===== src/sv/bsd_pkg.sv =====
// shared types and constants for the binary square dilation block
`timescale 1ns / 1ps

package bsd_pkg;

	localparam int GRID_W     = 11;
	localparam int RAD_W      = 4;
	localparam int CFG_IDX_W  = 2;
	localparam int CFG_DATA_W = 11;

	localparam int QUEUE_DEPTH = 4;
	localparam int QPTR_W      = 2;
	localparam int QCNT_W      = 3;

	typedef enum logic [CFG_IDX_W-1:0] {
		REG_GRID_SIDE = 2'd0,
		REG_RADIUS    = 2'd1
	} cfg_reg_t;

	localparam logic REQ_PIXEL = 1'b0;
	localparam logic REQ_FLUSH = 1'b1;

	typedef struct packed {
		logic h;
		logic first_row;
		logic emit;
		logic last;
	} job_flags_t;

endpackage


===== src/sv/bsd_ifs.sv =====
// valid/ready channel interfaces for pixels, results and configuration
`timescale 1ns / 1ps

interface bsd_pix_if;
	logic valid;
	logic ready;
	logic req_type;
	logic pixel;

	modport source (output valid, output req_type, output pixel, input ready);
	modport sink (input valid, input req_type, input pixel, output ready);
endinterface



===== src/sv/bsd_front.sv =====
// front part: takes items, keeps the row window and counters, classifies column jobs
`timescale 1ns / 1ps

module bsd_front #(
	parameter int MAX_SIDE   = 1024,
	parameter int MAX_RADIUS = 15
) (
	input  logic                            clk,
	input  logic                            arst_n,
	input  logic                            restart,
	input  logic [$clog2(MAX_SIDE+1)-1:0]   ns,
	input  logic [$clog2(MAX_RADIUS+1)-1:0] rad,
	bsd_pix_if.sink                         pix,
	input  logic                            q_full,
	output logic                            push,
	output logic [$clog2(MAX_SIDE)-1:0]     push_xc,
	output bsd_pkg::job_flags_t             push_flags
);
	import bsd_pkg::*;

	localparam int SIDE_W   = $clog2(MAX_SIDE + 1);
	localparam int XW       = $clog2(MAX_SIDE);
	localparam int RW       = $clog2(MAX_RADIUS + 1);
	localparam int LINE_LEN = 2 * MAX_RADIUS + 1;
	localparam int CYW      = $clog2(MAX_SIDE + MAX_RADIUS);
	localparam int MW       = ((XW > RW + 1) ? XW : RW + 1) + 2;

	logic [LINE_LEN-1:0] line_q;
	logic [LINE_LEN-1:0] line_n;
	logic [RW-1:0]       lead_q;
	logic [XW-1:0]       ix_q;
	logic [XW-1:0]       iy_q;
	logic                done_q;
	logic [XW-1:0]       cx_q;
	logic [CYW-1:0]      cy_q;

	logic [XW-1:0] ns_m1;
	logic          acc;
	logic          started;
	logic          pix_bit;
	logic          h;
	logic [MW-1:0] r_ext;
	logic [MW-1:0] r2;
	logic [MW-1:0] cx_ext;
	logic [MW-1:0] rem;
	logic          first_row;
	logic          emit;
	logic          last;
	logic          frame_end;

	assign pix.ready = !q_full;
	assign acc       = pix.valid && pix.ready;

	assign ns_m1   = XW'(ns - SIDE_W'(1));
	assign started = (lead_q == rad);
	assign pix_bit = (pix.req_type == REQ_PIXEL) && !done_q && pix.pixel;
	assign line_n  = {line_q[LINE_LEN-2:0], pix_bit};

	assign r_ext  = MW'(rad);
	assign r2     = r_ext << 1;
	assign cx_ext = MW'(cx_q);
	assign rem    = MW'(ns_m1) - MW'(cx_q);

	// horizontal or over the part of the window that stays in the row
	always_comb begin
		h = 1'b0;
		for (int k = 0; k < LINE_LEN; k++) begin
			if (line_n[k] && (MW'(k) <= r2) && (MW'(k) <= r_ext + cx_ext)
					&& (MW'(k) + rem >= r_ext)) begin
				h = 1'b1;
			end
		end
	end

	assign first_row = (cy_q == '0);
	assign emit      = (cy_q >= CYW'(rad));
	assign last      = (cy_q == CYW'(ns_m1) + CYW'(rad)) && (cx_q == ns_m1);
	assign frame_end = started && last;

	assign push       = acc && started;
	assign push_xc    = cx_q;
	assign push_flags = '{h: h, first_row: first_row, emit: emit, last: last};

	always_ff @(posedge clk or negedge arst_n) begin
		if (!arst_n) begin
			line_q <= '0;
			lead_q <= '0;
			ix_q   <= '0;
			iy_q   <= '0;
			done_q <= 1'b0;
			cx_q   <= '0;
			cy_q   <= '0;
		end else if (restart) begin
			line_q <= '0;
			lead_q <= '0;
			ix_q   <= '0;
			iy_q   <= '0;
			done_q <= 1'b0;
			cx_q   <= '0;
			cy_q   <= '0;
		end else if (acc) begin
			line_q <= line_n;
			if (frame_end) begin
				lead_q <= '0;
				ix_q   <= '0;
				iy_q   <= '0;
				done_q <= 1'b0;
				cx_q   <= '0;
				cy_q   <= '0;
			end else begin
				if (!started) begin
					lead_q <= RW'(lead_q + 1'b1);
				end else if (cx_q == ns_m1) begin
					cx_q <= '0;
					cy_q <= CYW'(cy_q + 1'b1);
				end else begin
					cx_q <= XW'(cx_q + 1'b1);
				end
				if (!done_q) begin
					if (ix_q == ns_m1) begin
						ix_q <= '0;
						if (iy_q == ns_m1) begin
							done_q <= 1'b1;
						end else begin
							iy_q <= XW'(iy_q + 1'b1);
						end
					end else begin
						ix_q <= XW'(ix_q + 1'b1);
					end
				end
			end
		end
	end

endmodule


===== src/flat_wrapper.sv =====
// flat-port wrapper written by rule: the top's interface ports become plain ports
module bsd_front_flat import bsd_pkg::*;
#(
	parameter int MAX_SIDE   = 1024,
	parameter int MAX_RADIUS = 15
)
  (clk, arst_n, restart, ns, rad, q_full, push, push_xc, push_flags, pix_valid, pix_req_type, pix_pixel, pix_ready);
  bsd_pix_if pix_i ();
  input  logic clk;
  input  logic arst_n;
  input  logic restart;
  input  logic [$clog2(MAX_SIDE+1)-1:0] ns;
  input  logic [$clog2(MAX_RADIUS+1)-1:0] rad;
  input  logic q_full;
  output logic push;
  output logic [$clog2(MAX_SIDE)-1:0] push_xc;
  output bsd_pkg::job_flags_t push_flags;
  input wire logic [$bits(pix_i.valid)-1:0] pix_valid;
  input wire logic [$bits(pix_i.req_type)-1:0] pix_req_type;
  input wire logic [$bits(pix_i.pixel)-1:0] pix_pixel;
  output wire logic [$bits(pix_i.ready)-1:0] pix_ready;
  assign pix_i.valid = pix_valid;
  assign pix_i.req_type = pix_req_type;
  assign pix_i.pixel = pix_pixel;
  assign pix_ready = pix_i.ready;
  bsd_front #(.MAX_SIDE(MAX_SIDE), .MAX_RADIUS(MAX_RADIUS)) u_core (.clk(clk), .arst_n(arst_n), .restart(restart), .ns(ns), .rad(rad), .pix(pix_i), .q_full(q_full), .push(push), .push_xc(push_xc), .push_flags(push_flags));
endmodule

===== config.mk =====
export PLATFORM = sky130hd
export DESIGN_NAME = bsd_front_flat
export DESIGN_NICKNAME = d
export VERILOG_FILES = /design/src/sv/bsd_pkg.sv /design/src/sv/bsd_ifs.sv /design/src/sv/bsd_front.sv /design/src/flat_wrapper.sv
export SDC_FILE = /design/constraint.sdc
export NUM_CORES = 1
export LEC_CHECK = 0
export ABC_AREA = 1
export ABC_CLOCK_PERIOD_IN_PS = 5050
export CORE_MARGIN = 8
export CORE_UTILIZATION = 67
export CTS_CLUSTER_DIAMETER = 120
export CTS_CLUSTER_SIZE = 25
export DETAILED_ROUTE_END_ITERATION = 6
export DONT_BUFFER_PORTS = 1
export HOLD_SLACK_MARGIN = 0.02
export PLACE_DENSITY = 0.83
export SETUP_SLACK_MARGIN = 0.02
export SLEW_MARGIN = 20
export SYNTH_ARGS = -nofsm -noshare
export SYNTH_HDL_FRONTEND = slang
export SYNTH_SLANG_ARGS = --single-unit
export TNS_END_PERCENT = 30

===== constraint.sdc =====
create_clock -name clk -period 5.05 [get_ports clk]
set_clock_uncertainty 0.15 [all_clocks]
set_input_delay 0.2525 -clock clk [delete_from_list [all_inputs] [get_ports clk]]
set_output_delay 0.2525 -clock clk [all_outputs]
set_load 0.02 [all_outputs]

Word-level counts from Yosys, hierarchy flattened
Cells that the tools add are included.

storage, ports and cells
  register bits after elaboration = 76
  input port bits = 22
  output and inout bits = 16
  word-level logic and storage cells = 324

operators by class
  $add $sub $neg = 39
  $lt $le $gt $ge = 94
  equal/unequal tests = 8
  mux-type cells = 64
  bitwise operators = 1
  reduce and logical (&&, ||, !) cells = 111

operators with widths
  operator               count
  $ge 12x4->1            31
  $add 5x12->12 const A  15
  $le 5x12->1 const A    15
  $mux 10                16
  $logic_and 1x1->1      99
  $add 4x12->12 const A  8
  $le 4x12->1 const A    8
  $le 5x5->1 const A     15
  $mux 30                2
  $mux 11                5
  $add 3x12->12 const A  4
  $le 3x12->1 const A    4
  $le 4x5->1 const A     8
  $mux 1                 37
  $add 10x1->10 const B  3
  $eq 10x10->1           3
  $add 2x12->12 const A  2
  $le 1x12->1 const A    2
  $le 2x12->1 const A    2
  $le 3x5->1 const A     4
  $mux 4                 4
  $add 1x12->12 const A  1
  $add 10x4->11          1
  $add 11x1->11 const B  1
  other kinds (19)       27

Logic depth before layout (Yosys ltp)
  depth after elaboration = 37
  mapped depth = 33

Worst setup path after synthesis
Ideal clock, no wire load.

  path kind = input port to output port
  from = in ns[1]
  to = out push_flags[3] (netlist name)
  arrival time = 3.934 ns
  data required time = 4.648 ns
  path slack = 0.714 ns
  stages on the path = 27
  path buffers = 2
  path through = inv_1 ha_1 xor2_1 ha_1 buf_6 xnor2_4 inv_2 ha_1 inv_1 xor2_1 inv_1 ha_1 a31oi_1 nand3_1 nor2_1 nand2_1 nor2_1 nand3_1 nor2_1 nand3_1 nand2_1 nand2_1 nor2_1 nand2_1 nor2_1 nand2_1 buf_4

on the way
  word-level cells in the longest chain between the ends = 35
  elaborated cells on any way between the ends = 125

ends and longest elaborated chain
  item                                                     RTL line                          RTL
  start, declared                                          flat_wrapper.sv:12                input logic [$clog2(MAX_SIDE+1)-1:0] ns;
  $sub 10x1->10 (*)                                        bsd_front.sv:54                   assign ns_m1 = XW'(ns - SIDE_W'(1));
  $sub 10x10->11 (*)                                       bsd_front.sv:62                   assign rem = MW'(ns_m1) - MW'(cx_q);
  $add 1x12->12 / $ge 12x4->1 (equally long branches)      bsd_front.sv:69                   && (MW'(k) + rem >= r_ext)) begin
  $ge 12x4->1 / $logic_and 1x1->1 (equally long branches)  bsd_front.sv:69
  $logic_and 1x1->1 / $mux 1 (equally long branches)       bsd_front.sv:69, bsd_front.sv:68
  $mux 1 (29 in series)                                    bsd_front.sv:68                   if (line_n[k] && (MW'(k) <= r2) && (MW'(k) <= r_ext + cx_ext)
  $mux 1 (*)                                               bsd_front.sv:68
  end, declared                                            flat_wrapper.sv:17                output bsd_pkg::job_flags_t push_flags;

Mark *: on every way between the ends. The rest lies on a longest branch, timed or not.

==> qor.yml <==
run_status: "completed"
area_growth_syn_to_layout_pct: 5.19
worst_path_max_delay_cell: "fa_2"
clock_slew_at_the_register_clock_pins_of_the_worst_setup_and_hold_paths_ns: 0.07
fraction_of_layout_instances_using_a_drive_strength_above_1_pct: 7.89
power_density_nw_per_um2: 249
worst-slew-pin-transition_ns: 0.707
synthMostInstantiatedCell: "nand2_1"
critPathLaunch: "u_core.push_xc[0]"
clock.fmax_ghz: 0.210
core_area_sq_um: 18000
finalPower_uw: 3200
clkSinkCount: 76
vias_in_the_first_global_route: 13700
detail_route.wl_per_cell_microns: 19.6
r2r_start: "u_core.push_xc[7]"
clockRootBuffer: "clkbuf_16"
insertedDiodeCount: 0
arr_time_crit_path_ns: 4.36
synth.cell_area_sq_um: 12200
grt_max_degree: 77
timing.final.ws_setup_ns: 0.284
synth-edff-count: 0
setup_repair_after_global_routing_missed_its_margin: "no"
synth_compound_gate_area_share_pct: 11.8
drtIter0Drc: 1959
synth_top_cells_by_area: "nand2_1, dfrtp_1, nand3_1"
cts_max_path_buffers: 2
worstPathCellList: "ha_1 > fa_2 > inv_1 > ha_1 > nand2_1 > nand2_1 > xor2_1 > inv_1 > ha_1 > a21oi_1 > nand2_1 > a21oi_1 > nand3_1 > nor2_1 > nand3_1 > nand2_1 > nand2_1 > nor2_1 > nand2_1 > nor2_1 > nand2_1"
fp-row-count: 49
synth_top_cells_by_count: "nand2_1, nor2_1, inv_1"
layout_min_cycle_time_ns: 4.77
remaining_antenna_violation_count_after_routing: 0
num-nets-final: 2229
finalSetupViolCount: 0
drt_pre_antenna_iters: 6
cts-buffers-inserted: 9
drv_slew: 0
port_buffers: 0
critical-path-top-delay-family: "adder cells"
dpl_worst_slack_ns: 0.300
timing.max_slew.rel_slack_pct: 52.8
synth_nets: 2237
setup_total_negative_slack_ns: 0
library_cell_with_the_largest_summed_area_after_synthesis: "nand2_1"
synth_top_flop_cell: "dfrtp_1"
fp.dieArea_sq_um: 22800
critPathLaunchType: "flip-flop"
cts-htree-levels: 3
synth_mux_area_share_pct: 0
route.detailed.drc: 0
ir_worst_vdd_v: 0.000235
groute.usage.overall_pct: 40.3
timing.critical_path.slowest_cell_delay_ns: 0.59
async_flop_share_pct: 100
synth.distinct_cells: 49
maxCapViolCount: 0
number_of_vias_after_detailed_routing: 14800
grt_pass1_wl_mm: 72.0
critPathCaptureType: "output port"
detailed_place_hpwl_mm: 34.0
final_min_period_over_clock_period_pct: 94.4
post-route-util_pct: 71.6
count_of_final_hold_check_violations: 0
start_util_pct: 68.1
viasPerCell: 6.26
yosys_warnings: 0
crit_fanout: 9
post_synth_and_or_nand_nor_area_fraction_pct: 46.5
dieHeight_microns: 151
crit_type: "reg2out"
tritoncts_clock_tree: "yes"
global_route.overflow_total: 0
yosys_register_bits: 76
timing.critical_path.buf_inv: 2
routabilityCongestion: 1.04
yosysSeqAreaShare_pct: 15.5
cp_data_required_time_ns: 4.65
pin_count: 38
synth_adder_area_share_pct: 8.78
timing.hold.worst.start: "restart"
antenna_found_initial: 0
synth_top_cell_area_share_pct: 19.6
clock_latency_ns: 0.36
critPathMostFrequentCell: "nand2_1"
routed_wirelength_mm: 46.2
hp-class: "in2reg"
die_w_microns: 151
pleak_uw: 0.00658
syn-instance-count: 2131
combinational_family_with_the_most_area_after_synthesis: "simple AND/OR/NAND/NOR gates"
avgSynthCellArea_sq_um: 5.74
synth_xor_xnor_area_share_pct: 5.78
## registers in the layout (all words and copies together), names as in the netlist
register	flops
u_core.line_q	30
u_core.cy_q	11
u_core.lead_q	4
u_core.ix_q	10
u_core.push_xc	10
u_core.iy_q	10
u_core.done_q	1
## repair_timing
item / CTS / global route
hold endpoints to repair: 91 / 0
gates resized for setup: 0 / 10
setup endpoints to repair: 0 / 1
hold buffers: 4 / 0
buffers inserted: 0 / 1
## power by group
group / switching (uW) / internal (uW)
logic: 1290 / 548
registers: 27.0 / 626
clock network: 311 / 397
## layout make-up
cell class	instances	area [sq um]
clock buffer	9	225
clock inverter	7	87.6
fill	1531	5100
inverter	266	998
multi-input combinational	1716	8930
sequential	76	1900
tap	229	287
timing repair buffer	54	433
## metrics by stage
stage,cells,hold slack (ns),cell area (sq um)
2_1_floorplan,2131,-0.193,12200
3_3_place_gp,2336,-0.191,12500
3_5_place_dp,2336,-0.192,12500
4_1_cts,2356,0.0565,12800
5_1_grt,2357,0.0883,12900
6_report,2357,0.0827,12900
## cells in the final DEF, fill, tap and decap left out, types with 50 or more instances in the layout
cell type / Yosys / layout
dfrtp_1: 76 / 74
ha_1: 81 / 79
nor2_1: 280 / 279
a21oi_1: 75 / 73
o21ai_0: 113 / 113
buf_4: 14 / 50
xor2_1: 65 / 65
inv_1: 253 / 252
nand2_1: 640 / 640
nand3_1: 219 / 219
## tightest hold or removal path: stages
cell     delay, ns
nor2_1        0.04
inv_1         0.15
a21oi_1       0.10
## cells by family after synthesis
family                     after synthesis
and+or+nand+nor                       1298
buffers and inverters                  339
AOI/OAI and AO/OA                      258
adders and majority gates               84
xor gates and xnor gates                76
DFF                                     76
## per-layer routing
| metal | up-vias | GRT usage (%) | part of all wire [%] |
|---|---|---|---|
| li1 | 6819 | - | - |
| met1 | 6578 | 47.4 | 37 |
| met2 | 1081 | 63.5 | 43 |
| met3 | 288 | 9.56 | 12 |
| met4 | 0 | 29.6 | 8.4 |
| met5 | - | 0 | 0 |
## path summary, 6_finish.rpt
| kind | slack, ns | cells after the start | to |
|---|---|---|---|
| hold / removal | 0.08 | 3 | u_core.push_xc[0] |
| setup reg to reg | 1.31 | 15 | u_core.cy_q[9] |
| setup / recovery | 0.28 | 21 | push_flags[3] |
| min in group asynchronous | 0.32 | 2 | u_core.ix_q[4] |
| hold reg to reg | 0.36 | 2 | u_core.line_q[6] |
| max in group asynchronous | 4.10 | 2 | u_core.push_xc[3] |
Note: power is estimated with default switching activity, not from simulation.
