==> config.mk <==
export PLATFORM = sky130hd
export DESIGN_NAME = bsd_queue
export DESIGN_NICKNAME = d
export VERILOG_FILES = /design/src/sv/bsd_pkg.sv /design/src/sv/bsd_queue.sv
export SDC_FILE = /design/constraint.sdc
export NUM_CORES = 1
export LEC_CHECK = 0
export BUFFER_PORTS_ARGS = -buffer_cell sky130_fd_sc_hd__buf_4
export CORE_UTILIZATION = 33
export CTS_BUF_LIST = sky130_fd_sc_hd__clkbuf_4 sky130_fd_sc_hd__clkbuf_8 sky130_fd_sc_hd__clkbuf_16
export DETAILED_ROUTE_END_ITERATION = 8
export PLACE_DENSITY = 0.62
export SYNTH_ARGS = -nofsm -noshare
export SYNTH_HDL_FRONTEND = slang
export SYNTH_SLANG_ARGS = --single-unit
==> constraint.sdc <==
create_clock -name clk -period 1.6 [get_ports clk]
set_input_delay 0.24 -clock clk [delete_from_list [all_inputs] [get_ports clk]]
set_output_delay 0.24 -clock clk [all_outputs]
set_load 0.01 [all_outputs]
==> src/sv/bsd_pkg.sv <==
// shared types and constants for the binary square dilation block
`timescale 1ns / 1ps

package bsd_pkg;

	localparam int GRID_W     = 11;
	localparam int RAD_W      = 4;
	localparam int CFG_IDX_W  = 2;
	localparam int CFG_DATA_W = 11;

	localparam int QUEUE_DEPTH = 4;
	localparam int QPTR_W      = 2;
	localparam int QCNT_W      = 3;

	typedef enum logic [CFG_IDX_W-1:0] {
		REG_GRID_SIDE = 2'd0,
		REG_RADIUS    = 2'd1
	} cfg_reg_t;

	localparam logic REQ_PIXEL = 1'b0;
	localparam logic REQ_FLUSH = 1'b1;

	typedef struct packed {
		logic h;
		logic first_row;
		logic emit;
		logic last;
	} job_flags_t;

endpackage

==> src/sv/bsd_queue.sv <==
// short job queue between the front and back parts
`timescale 1ns / 1ps

module bsd_queue #(
	parameter int DATA_W = 14
) (
	input  logic              clk,
	input  logic              arst_n,
	input  logic              push,
	input  logic [DATA_W-1:0] push_data,
	output logic              full,
	input  logic              pop,
	output logic [DATA_W-1:0] head,
	output logic              empty
);
	import bsd_pkg::*;

	logic [DATA_W-1:0] mem_q [QUEUE_DEPTH];
	logic [QPTR_W-1:0] wr_ptr_q;
	logic [QPTR_W-1:0] rd_ptr_q;
	logic [QCNT_W-1:0] cnt_q;

	assign full  = (cnt_q == QCNT_W'(QUEUE_DEPTH));
	assign empty = (cnt_q == '0);
	assign head  = mem_q[rd_ptr_q];

	always_ff @(posedge clk) begin
		if (push) begin
			mem_q[wr_ptr_q] <= push_data;
		end
	end

	always_ff @(posedge clk or negedge arst_n) begin
		if (!arst_n) begin
			wr_ptr_q <= '0;
			rd_ptr_q <= '0;
			cnt_q    <= '0;
		end else begin
			if (push) begin
				wr_ptr_q <= QPTR_W'(wr_ptr_q + 1'b1);
			end
			if (pop) begin
				rd_ptr_q <= QPTR_W'(rd_ptr_q + 1'b1);
			end
			if (push && !pop) begin
				cnt_q <= QCNT_W'(cnt_q + 1'b1);
			end else if (pop && !push) begin
				cnt_q <= QCNT_W'(cnt_q - 1'b1);
			end
		end
	end

endmodule

# [Yosys cells after proc, flatten, opt, wreduce, memory -nomap -nowiden]
# Memory sizes are Yosys's and may differ from the RTL's.
# Index checks and enable logic that the tools add are counted.
[totals] ram_bits=56 regBits=7 memories=1 in_bits=18
[op_classes] muxes=4 eq_ne=1 addsub=4 n_reduce_logical=6
[mem_list] name="mem_q" words=4 word_bits=14 rd=1 rd_clocked_by_memory_dff=0 wr=1 line="bsd_queue.sv:18" text="logic [DATA_W-1:0] mem_q [QUEUE_DEPTH];"
[op_table] cell="$mux W3" count=2
[op_table] cell="$add A2 B1 Y2 const B" count=2
[op_table] cell="$add A3 B1 Y3 const B" count=1
[op_table] cell="$eq A3 B3 Y1 const B" count=1
[op_table] cell="$logic_not A3 Y1" count=1
[op_table] cell="$sub A3 B1 Y3 const B" count=1
[op_table] cell="$logic_and A1 B1 Y1" count=2
[op_table] cell="$logic_not A1 Y1" count=2
[op_table] cell="$mux W1" count=2
[op_table] cell="$reduce_bool A2 Y1" count=1

# [Longest topological paths before layout]
# Gate-level depths: netlist of the first run.
[logic_depth] word_depth=4 depth_mapped=7 ltp_nobuf=7

# [Worst setup path before layout of the first run]
# Ideal clock, no wire load.
[synth_path] path_kind="flip-flop to flip-flop" start="register wr_ptr_q[0]" end="memory mem_q[0][0] (enable)" slack_ps=226 path_buffers=0 setup_ps=367 arrival_ps=1007 stages_incl_launch_ff=4 cell_sequence="dfrtp_1 inv_1 ha_1 and2_1"
[synth_rtl] item="start, declared" line="bsd_queue.sv:19" text="logic [QPTR_W-1:0] wr_ptr_q;"
[synth_rtl] item="start signal, assigned" line="bsd_queue.sv:40" text="wr_ptr_q <= QPTR_W'(wr_ptr_q + 1'b1);"
[synth_rtl] item="end, declared" line="bsd_queue.sv:18"
# Straight into the memory's write port.

# [Final worst setup path of the first run]
[layout_path] start="register rd_ptr_q[0]" end="output head[7]"
[layout_via] elab_chain_len=1
[layout_rtl] item="start, declared" line="bsd_queue.sv:20" text="logic [QPTR_W-1:0] rd_ptr_q;"
[layout_rtl] item="start signal, assigned" line="bsd_queue.sv:43" text="rd_ptr_q <= QPTR_W'(rd_ptr_q + 1'b1);"
[layout_rtl] item="$mem_v2 Z4 W14"
[layout_rtl] item="end, declared" line="bsd_queue.sv:13" text="output logic [DATA_W-1:0] head,"
# Every way passes these cells.

==> out/metrics.yaml, run 1 <==
setup_path:
  critical_path_arrival_ps: 1570
  cp.required_ps: 1360
  critical_path.slowest_cell: "sky130_fd_sc_hd__mux4_2"
  critical_path.endpoint_type: "output port"
  timing.setup.critical_path_class: "register to output port"
  cpPeakStageDelay_ps: 500
  timing.critical_path.fanout_max: 7
  cp_cell_sequence: "clkbuf_16 > mux4_2 > buf_6"
  worst_setup_path_start_kind: "register"
timing:
  drv_slew: 0
  finalWorstPathRequiredPeriod_ps: 1810
  timing.final.ws_setup_ps: -205
  final.period_utilization_pct: 113
  unrepaired_setup_endpoints_after_global_routing: "yes"
  final-setup-viol-count: 14
  fin_worst_skew_ps: 3.76
  timing_hold_violations_final: 0
  fmaxAchievable_mhz: 554
  tightest_slew_ps: 399
  timing.hold.ws_ps: 105
  max_slew_headroom_at_the_worst_pin_pct: 73.4
global_routing:
  antenna_found_initial: 0
  wire_length_of_the_first_global_routing_pass_um: 6550
  grt_start_max_net_pins: 16
  first_global_vias: 1260
  grtUsageTotal_pct: 12.1
  overflow: 0
routing:
  total_vias_in_the_final_route: 1167
  via_per_inst: 4.42
  postRouteAntennaNets: 0
  drt_first_pass_iters: 4
  drc: 0
  post_drt_wl_per_cell_um: 15.3
  totalWireLength_um: 4050
  drt_first_iter_violations: 67
cells_and_area:
  syn2layout_area_growth_pct: 27.7
  antennaDiodeCount: 0
  final_nets: 184
  design_area_sq_um: 3120
  layoutNonFillerInstCount: 264
  post_route_cells_drive_above_1_share_pct: 46.1
  final_util_pct: 43.3
power_and_ir_drop:
  combPwrFrac_pct: 35.6
  ir_drop_uv: 606
  power.internal_mw: 4.09
  power_density_nw_per_um2: 1800
  power.switching_fraction_pct: 27.5
  clock_group_share_of_total_power_pct: 23.0
  proportion_of_power_drawn_by_flip_flops_and_latches_pct: 41.4
  p_total_mw: 5.64
  power_switching_mw: 1.55
  static-leakage-power_nw: 1.15
die:
  placement_rows: 31
  design.die.area_sq_um: 7760
  core_region_area_sq_um: 7210
  start_util_pct: 33.9
  fp.dieH_um: 88.1
  num_io_pins: 34
  die_x_um: 88.1
placed_design:
  port_buffers: 33
  dp_hpwl_um: 2650
  placed_cells_incl_taps: 244
  placedInstanceArea_sq_um: 2850
  gp_routability_congestion: 0.708
yosys:
  synth_cell_types: 19
  netlist_instances: 107
  postSynthAreaPerCell_sq_um: 22.9
  synth_fp_nets: 131
  yosysWarnings: 0
  synth-seq-cells: 63
  synth.yosys.seq_area_share_pct: 75.9
  syn-cell-area_sq_um: 2450
clock_tree:
  clock-sinks: 63
  cts_htree_levels: 3
  clkSlewWorstSetupHoldPaths_ps: 60
  cts_tree: "built"
  ctsLongestPathBuffers: 2
  clk_latency_ps: 330
  cts_root_buffer: "sky130_fd_sc_hd__clkbuf_8"
  cts_buffers: 9
hold_path:
  timing.hold.worst.class: "primary input to register"
status:
  failed_checks: "negative setup slack"
  outcome: "complete, but fails checks"
job:
  timing.max_cap.violations: 0
==> worst paths after layout <==
kind	startpoint	endpoint	slack (ps)	cells after the start
worst max register to register	cnt_q[0]	cnt_q[2]	190	4
worst min-delay path	push_data[3]	mem_q[1][3]	110	1
worst min register to register	cnt_q[2]	cnt_q[2]	520	1
min in group asynchronous	arst_n	wr_ptr_q[0]	250	2
worst max-delay path	rd_ptr_q[0]	head[7]	-210	3
max in group asynchronous	arst_n	rd_ptr_q[0]	1220	2
==> sequential cells by signal, summed over array words and instances (netlist names) <==
signal / cells
mem_q: 56
cnt_q: 3
rd_ptr_q: 2
wr_ptr_q: 2
==> critical path, delay by kind of cell (launching register included) <==
family                 cells  cell delay [ps]
multiplexers               1              500
flip-flops                 1              410
buffers and inverters      2              310
==> per-stage QoR <==
| step | worst slack, ps | TNS (ps) |
|---|---|---|
| 2_1_floorplan | 226 | 0 |
| 6_report | -205 | -2730 |
| 5_1_grt | -257 | -3410 |
| 3_5_place_dp | 17.4 | 0 |
| 3_3_place_gp | 70.3 | 0 |
| 4_1_cts | -265 | -3340 |
==> layout by cell type (no fill, tap or decap), drive strengths merged, types with 2 or more instances in the layout <==
cell / n
edfxtp: 56
inv: 4
nand2: 2
xnor2: 2
buf: 43
and2: 4
xor2: 4
ha: 5
dfrtp: 7
clkinv: 4
mux4: 14
clkbuf: 12
==> power by group through the flow <==
stage | clock (mW) | sequential (mW) | combinational (mW)
after detailed placement | 0 | 2.35 | 1.74
after floorplan | 0 | 2.32 | 1.05
after global placement | 0 | 2.33 | 1.68
after CTS | 1.33 | 2.35 | 2.07
after global routing | 1.40 | 2.37 | 2.20
final | 1.29 | 2.34 | 2.01
==> cell usage after synthesis, drive strengths merged <==
| cell type | number | area share [%] |
|---|---|---|
| mux4 | 14 | 14 |
| xor2 | 4 | 1.4 |
| o21ai | 1 | 0.20 |
| nor3 | 1 | 0.20 |
| buf | 3 | 1.5 |
| dfrtp | 7 | 7.2 |
| nor3b | 1 | 0.31 |
| and2 | 4 | 1.0 |
| xnor2 | 2 | 0.72 |
| ha | 5 | 2.6 |
| nand2 | 2 | 0.31 |
| edfxtp | 56 | 69 |
| mux2 | 1 | 0.46 |
| fa | 1 | 0.82 |
| nor2 | 1 | 0.15 |
| inv | 4 | 0.61 |
==> layout make-up <==
cell class / instances / area, sq um
fill: 665 / 4090
clock inverter: 5 / 48.8
tap: 99 / 124
clock buffer: 11 / 139
timing repair buffer: 45 / 423
inverter: 4 / 15.0
multi-input combinational: 37 / 517
sequential: 63 / 1860
==> what timing repair did <==
item	4_1_cts	5_1_grt
setup buffers	2	0
endpoints found under the setup margin	14	28
endpoints found under the hold margin	7	0
cloned	1	0
hold buffers	1	0
resized for setup	22	2
==> per-layer routing <==
layer / share of wire [%] / GRT usage [%] / up-vias
li1: - / - / 530
met1: 41 / 14.2 / 602
met2: 52 / 19.7 / 27
met3: 5.0 / 4.52 / 8
met4: 2.4 / 6.16 / 0
met5: 0 / 0 / -
==> kinds of logic (layout without fill, tap and decap cells) <==
| group | count (synthesis) | after routing | share of synthesized area, % |
|---|---|---|---|
| simple gates | 9 | 9 | 1.99 |
| xor+xnor | 6 | 6 | 2.15 |
| fa+ha+maj | 6 | 6 | 3.38 |
| buf+inv | 7 | 65 | 2.10 |
| flops | 63 | 63 | 75.9 |
| mux | 15 | 15 | 14.3 |
| compound gates | 1 | 1 | 0.204 |
Power figures use the tool's default switching activity.
==> run 2, diff against run 1 <==
==> constraint.sdc (replaced) <==
create_clock -name clk -period 1.6 [get_ports clk]
set_input_delay 0.08 -clock clk [delete_from_list [all_inputs] [get_ports clk]]
set_output_delay 0.08 -clock clk [all_outputs]
set_load 0.01 [all_outputs]
==> run 2 against run 1 <==
The run still ends with negative setup slack left. Sequential power about the same. Final area up 5.0%. Sequential share of layout area down 2.8 points. Largest cell class unchanged. Clock power down 12%. Cell count up 6.1%. Combinational power up 3%. Die area unchanged. Register-to-register slack worse by 70 ps. Worst hold slack worse by 22 ps. First-iteration DRC count down 3.0%.
==> out/metrics.yaml, run 2 (synthesis results as in run 1) <==
timing:
  fin_worst_skew_ps: 5.63  # +1.87 ps
  timing_hold_violations_final: 0  # unchanged
  max_slew_headroom_at_the_worst_pin_pct: 52.4  # -21 points
  unrepaired_setup_endpoints_after_global_routing: "yes"
  timing.final.ws_setup_ps: -94.5  # +111 ps
  fmaxAchievable_mhz: 590  # +6.5%
  final.period_utilization_pct: 106  # -6.9 points
  final-setup-viol-count: 14  # unchanged
  finalWorstPathRequiredPeriod_ps: 1690  # -111 ps
  tightest_slew_ps: 714  # +315 ps
  drv_slew: 0  # unchanged
cells_and_area:
  largest-register: "mem_q"
  largest_register_ff_count: 56  # unchanged
  commonest_cells_after_routing_fill_and_taps_aside: "sky130_fd_sc_hd__edfxtp_1, sky130_fd_sc_hd__buf_4, sky130_fd_sc_hd__dlygate4sd3_1"
  post_route_cells_drive_above_1_share_pct: 41.4  # -4.6 points
  fill_cells: 640  # -3.8%
  syn2layout_area_growth_pct: 34.1
  final_nets: 200  # +8.7%
  layoutNonFillerInstCount: 280  # +6.1%
  biggestRegsByFlops: "mem_q: 56 flops, cnt_q: 3 flops"
  antennaDiodeCount: 0  # unchanged
  layout.cells.most_common: "sky130_fd_sc_hd__edfxtp_1"
hold_path:
  timing.hold.worst.class: "primary input to asynchronous set/reset pin"
placed_design:
  gp_routability_congestion: 0.642  # -9.4%
  placed_cells_incl_taps: 245  # +0.41%
  port_buffers: 33  # unchanged
  dp_hpwl_um: 2900  # +9.6%
clock_tree:
  ctsLongestPathBuffers: 2  # unchanged
  cts_buffers: 9  # unchanged
  clkSlewWorstSetupHoldPaths_ps: 70  # about the same
  cts_htree_levels: 3  # unchanged
  clock-sinks: 63  # unchanged
  clk_latency_ps: 340  # about the same
  cts_tree: "built"
  cts_root_buffer: "sky130_fd_sc_hd__clkbuf_8"
setup_path:
  cp_cell_sequence: "buf_12 > mux4_2 > buf_6"
  worstReg2RegEnd: "mem_q[3][11]"
  cp.required_ps: 1520  # +160 ps
  critical_path_arrival_ps: 1610  # +40 ps
  worst-r2r-setup-slack_ps: 120  # -70 ps
  critical_path.slowest_cell: "sky130_fd_sc_hd__mux4_2"
  ff2ff_path_depth: 2  # -2
  timing.setup.critical_path_class: "register to output port"
  critical_path.endpoint_type: "output port"
  cpPeakStageDelay_ps: 520  # +20 ps
  worst_setup_path_start_kind: "register"
  rr_startpoint: "wr_ptr_q[1]"
  timing.critical_path.fanout_max: 5  # -2
die:
  start_util_pct: 33.9  # unchanged
  core_region_area_sq_um: 7210  # unchanged
  num_io_pins: 34  # unchanged
  placement_rows: 31  # unchanged
  fp.dieH_um: 88.1  # unchanged
  design.die.area_sq_um: 7760  # unchanged
  die_x_um: 88.1  # unchanged
global_routing:
  wire_length_of_the_first_global_routing_pass_um: 6770  # +3.4%
  grtUsageTotal_pct: 12.6  # +0.40 points
  antenna_found_initial: 0  # unchanged
  overflow: 0  # unchanged
  grt_start_max_net_pins: 16  # unchanged
  first_global_vias: 1359  # +7.9%
routing:
  postRouteAntennaNets: 0  # unchanged
  totalWireLength_um: 4370  # +7.8%
  total_length_of_routed_met2_wires_um: 2350  # +12%
  via_per_inst: 4.42  # about the same
  met1_length_um: 1740  # +5.1%
  total_vias_in_the_final_route: 1237  # +6.0%
  drt_first_iter_violations: 65  # -3.0%
  post_drt_wl_per_cell_um: 15.6  # +1.7%
  met3_length_um: 159  # -22%
  drt_first_pass_iters: 4  # unchanged
  topRoutingLayerUsed: "met4"
  drc: 0  # unchanged
status:
  outcome: "complete, but fails checks"
  failed_checks: "negative setup slack"
power_and_ir_drop:
  p_total_mw: 5.56  # -1.3%
  ir_drop_uv: 453  # -25%
  power_density_nw_per_um2: 1700  # -6.0%
  static-leakage-power_nw: 1.19  # +3.8%
job:
  timing.max_cap.violations: 0  # unchanged
-- run 2: cell count changes in the layout (fill, tap and decap cells not counted), moves of 2 or more --
cell / before / now
sky130_fd_sc_hd__clkbuf_4: 2 / 0
sky130_fd_sc_hd__dlygate4sd3_1: 1 / 17
sky130_fd_sc_hd__clkinv_2: 3 / 1
sky130_fd_sc_hd__clkinvlp_4: 0 / 2
sky130_fd_sc_hd__clkinv_1: 1 / 3
-- run 2: layout make-up --
type	count	area (sq um)	share of cell area, %
Clock buffer	9	124	3.78
Clock inverter	7	40.0	1.22
Inverter	4	15.0	0.458
Multi-Input combinational cell	37	531	16.2
Sequential cell	63	1860	56.6
Tap cell	99	124	3.78
Timing Repair Buffer	61	589	18.0
-- run 2: worst max path at each step --
stage / cells past startpoint / endpoint / start
after detailed placement: 2 / mem_q[3][4] / wr_ptr_q[1]
after global placement: 2 / mem_q[3][3] / wr_ptr_q[1]
after global routing: 3 / head[2] / rd_ptr_q[0]
after floorplan: 3 / mem_q[0][0] / wr_ptr_q[0]
after CTS: 3 / head[1] / rd_ptr_q[0]
final: 3 / head[11] / rd_ptr_q[0]
-- run 2: per-layer routing --
| layer | up-vias | global-route usage [%] |
|---|---|---|
| met2 | 34 | 21.3 |
| li1 | 562 | - |
| met1 | 632 | 13.9 |
| met5 | - | 0 |
| met3 | 9 | 2.83 |
| met4 | 0 | 9.09 |
-- run 2: power by group --
group | internal (mW) | total, mW | switching [mW]
sequential | 2.18 | 2.35 | 0.165
combinational | 1.22 | 2.08 | 0.865
clock | 0.543 | 1.13 | 0.586
total | 3.95 | 5.56 | 1.62
-- run 2: repair_timing --
action,CTS,global route
endpoints found under the setup margin,14,15
gates cloned,1,0
setup buffers,1,0
gates resized for setup,23,3
endpoints found under the hold margin,66,0
pin swaps,0,2
hold buffers,17,0
-- run 2: worst max-delay path, delay by kind of cell (launching register included) --
| kind | cells | cell delay, ps |
|---|---|---|
| multiplexers | 1 | 520 |
| flip-flops | 1 | 470 |
| buffers and inverters | 2 | 290 |
-- run 2: through the flow --
| stage | instance area [sq um] | util [%] | TNS [ps] | setup WS [ps] | hold slack (ps) |
|---|---|---|---|---|---|
| 5_1_grt | 3280 | 45.5 | -1810 | -145 | 86.7 |
| 6_report | 3280 | 45.5 | -1140 | -94.5 | 83.8 |
| 3_3_place_gp | 2860 | 39.7 | 0 | 158 | -103 |
| 4_1_cts | 3270 | 45.3 | -1610 | -130 | 74.9 |
| 2_1_floorplan | 2450 | - | 0 | 226 | -216 |
| 3_5_place_dp | 2860 | 39.7 | 0 | 96.8 | -101 |
==> run 3, diff against run 2 <==
PLACE_DENSITY = 0.64   (was 0.62)
clock period = 1.42 ns   (was 1.6 ns; I/O delays follow)
==> run 3 against run 2 <==
Final area increased by 2.4%. Die area unchanged. Global-route usage decreased by 0.30 points. Wire length decreased by 3.6%. The run still ends with negative setup slack left. Highest routed layer unchanged. Cell count increased by 0.71%. Clock power increased by 65%. Combinational power increased by 11%. Register-to-register slack got worse by 50 ps. Largest power group unchanged. Worst hold slack got worse by 60 ps. Sequential cell count unchanged. First-iteration DRC count decreased by 28%. Sequential share of layout area decreased by 1.3 points.
==> out/metrics.yaml, run 3 (synthesis results as in run 1) <==
status:
  outcome: "complete, but fails checks"
  failed_checks: "negative setup slack"
job:
  timing.max_cap.violations: 0  # unchanged
global_routing:
  wire_length_of_the_first_global_routing_pass_um: 6580  # -2.7%
  overflow: 0  # unchanged
  first_global_vias: 1353  # -0.44%
  grt_util_met3_pct: 4.71  # +1.9 points
  grt_start_max_net_pins: 16  # unchanged
  global_route_layer_with_the_greatest_usage: "met2"
  met1_usage_pct: 14.2  # +0.26 points
  grtUsageTotal_pct: 12.3  # -0.30 points
  met2_usage_in_global_routing_pct: 20.1  # -1.2 points
  antenna_found_initial: 0  # unchanged
clock_tree:
  cts_root_buffer: "sky130_fd_sc_hd__clkbuf_8"
  cts_tree: "built"
  clk_latency_ps: 330  # about the same
  ctsLongestPathBuffers: 2  # unchanged
  cts_buffers: 9  # unchanged
  cts_htree_levels: 3  # unchanged
  clock-sinks: 63  # unchanged
  clkSlewWorstSetupHoldPaths_ps: 70  # about the same
cells_and_area:
  layoutNonFillerInstCount: 282  # +0.71%
  commonest_cells_after_routing_fill_and_taps_aside: "sky130_fd_sc_hd__edfxtp_1, sky130_fd_sc_hd__buf_4, sky130_fd_sc_hd__dlygate4sd3_1, sky130_fd_sc_hd__buf_6, sky130_fd_sc_hd__mux4_2"
  layout.cells.most_common: "sky130_fd_sc_hd__edfxtp_1"
  final_nets: 202  # +1.0%
  largest_register_ff_count: 56  # unchanged
  fill_cells: 624  # -2.5%
  post_route_cells_drive_above_1_share_pct: 44.8  # +3.4 points
  antennaDiodeCount: 0  # unchanged
  largest-register: "mem_q"
  biggestRegsByFlops: "mem_q: 56 flops, cnt_q: 3 flops"
  syn2layout_area_growth_pct: 37.3
setup_path:
  critPathTopFamily: "multiplexers"
  critical_path.slowest_cell: "sky130_fd_sc_hd__mux4_2"
  most_repeated_library_cell_on_the_critical_path: "sky130_fd_sc_hd__buf_6"
  timing.setup.critical_path_class: "register to output port"
  critical_path_arrival_ps: 1570  # -40 ps
  cp_cell_sequence: "buf_6 > mux4_2 > buf_6"
  cp_num_buf_inv: 2  # unchanged
  cpPeakStageDelay_ps: 540  # +20 ps
  critical_path.endpoint_type: "output port"
  worst_setup_path_start_kind: "register"
  cp.required_ps: 1350  # -170 ps
  timing.critical_path.fanout_max: 8  # +3
routing:
  drc: 0  # unchanged
  drt_first_iter_violations: 47  # -28%
  totalWireLength_um: 4210  # -3.6%
  postRouteAntennaNets: 0  # unchanged
  drt_first_pass_iters: 4  # unchanged
  total_vias_in_the_final_route: 1200  # -3.0%
  post_drt_wl_per_cell_um: 14.9  # -4.3%
  via_per_inst: 4.26  # -3.7%
hold_path:
  timing.hold.worst.class: "primary input to register"
die:
  core_region_area_sq_um: 7210  # unchanged
  die_x_um: 88.1  # unchanged
  fp.dieH_um: 88.1  # unchanged
  design.die.area_sq_um: 7760  # unchanged
  num_io_pins: 34  # unchanged
  placement_rows: 31  # unchanged
  start_util_pct: 33.9  # unchanged
timing:
  tightest_slew_ps: 385  # -329 ps
  max_slew_headroom_at_the_worst_pin_pct: 74.3  # +22 points
  finalWorstPathRequiredPeriod_ps: 1640
  unrepaired_setup_endpoints_after_global_routing: "yes"
  timing.final.ws_setup_ps: -221  # -127 ps
  fin_worst_skew_ps: 5.84  # +0.206 ps
  final-setup-viol-count: 14  # unchanged
  drv_slew: 0  # unchanged
  fmaxAchievable_mhz: 609
  final.period_utilization_pct: 116
  timing_hold_violations_final: 0  # unchanged
placed_design:
  placed_cells_incl_taps: 247  # +0.82%
  gp_routability_congestion: 0.673  # +4.8%
  dp_worst_setup_slack_ps: -76.4  # -173 ps
  dp_hpwl_um: 2820  # -2.9%
  port_buffers: 33  # unchanged
power_and_ir_drop:
  static-leakage-power_nw: 1.24  # +4.0%
  p_total_mw: 6.77  # +22%
  ir_drop_uv: 759  # +68%
  power_density_nw_per_um2: 2010  # +19%
run 3: what timing repair did:
item / CTS / global route
endpoints found under the hold margin: 66 / 0
buffers inserted: 1 / 0
hold buffers: 18 / 0
pin swaps: 0 / 3
endpoints found under the setup margin: 28 / 26
gates resized for setup: 23 / 7
run 3: final timing paths:
| kind | from | endpoint | slack (ps) | cells past startpoint |
|---|---|---|---|---|
| worst min register to register | cnt_q[2] | cnt_q[2] | 500 | 1 |
| worst max-delay path | rd_ptr_q[0] | head[7] | -220 | 3 |
| max in group asynchronous | arst_n | cnt_q[1] | 1190 | 2 |
| worst max register to register | wr_ptr_q[0] | mem_q[2][10] | 70 | 5 |
| min in group asynchronous | arst_n | wr_ptr_q[0] | 90 | 2 |
| worst min-delay path | pop | rd_ptr_q[1] | 20 | 3 |
run 3: area by class of cell:
type	count	area (sq um)	share of cell area (%)
Sequential cell	63	1860	55.3
Multi-Input combinational cell	37	532	15.8
Tap cell	99	124	3.69
Clock buffer	9	124	3.69
Timing Repair Buffer	63	586	17.4
Inverter	4	15.0	0.447
Clock inverter	7	120	3.58
run 3: stage by stage:
stage	setup TNS (ps)	hold slack, ps	area, sq um	utilization [%]
2_1_floorplan	0	-225	2450	-
3_3_place_gp	-311	-111	2860	39.7
3_5_place_dp	-1060	-110	2860	39.7
4_1_cts	-3290	6.43	3330	46.2
5_1_grt	-3990	13.2	3360	46.5
6_report	-2790	23.5	3360	46.5
run 3: worst reg2reg max path, stage by stage (launching register included):
cell	delay (ps)
sky130_fd_sc_hd__dfrtp_1	380
sky130_fd_sc_hd__buf_4	150
sky130_fd_sc_hd__inv_1	80
sky130_fd_sc_hd__ha_1	130
sky130_fd_sc_hd__and2_1	140
sky130_fd_sc_hd__buf_4	180
run 3: metal layers:
metal | up-vias | wire length [um]
met2 | 30 | 2160
met1 | 593 | 1830
met4 | 0 | 92
met5 | - | 0
li1 | 567 | -
met3 | 10 | 132
run 3: report_power, final:
group	internal, mW	switching [mW]	total (mW)
clock network	1.17	0.687	1.86
logic	1.32	0.981	2.30
registers	2.46	0.149	2.61
total	4.95	1.82	6.77
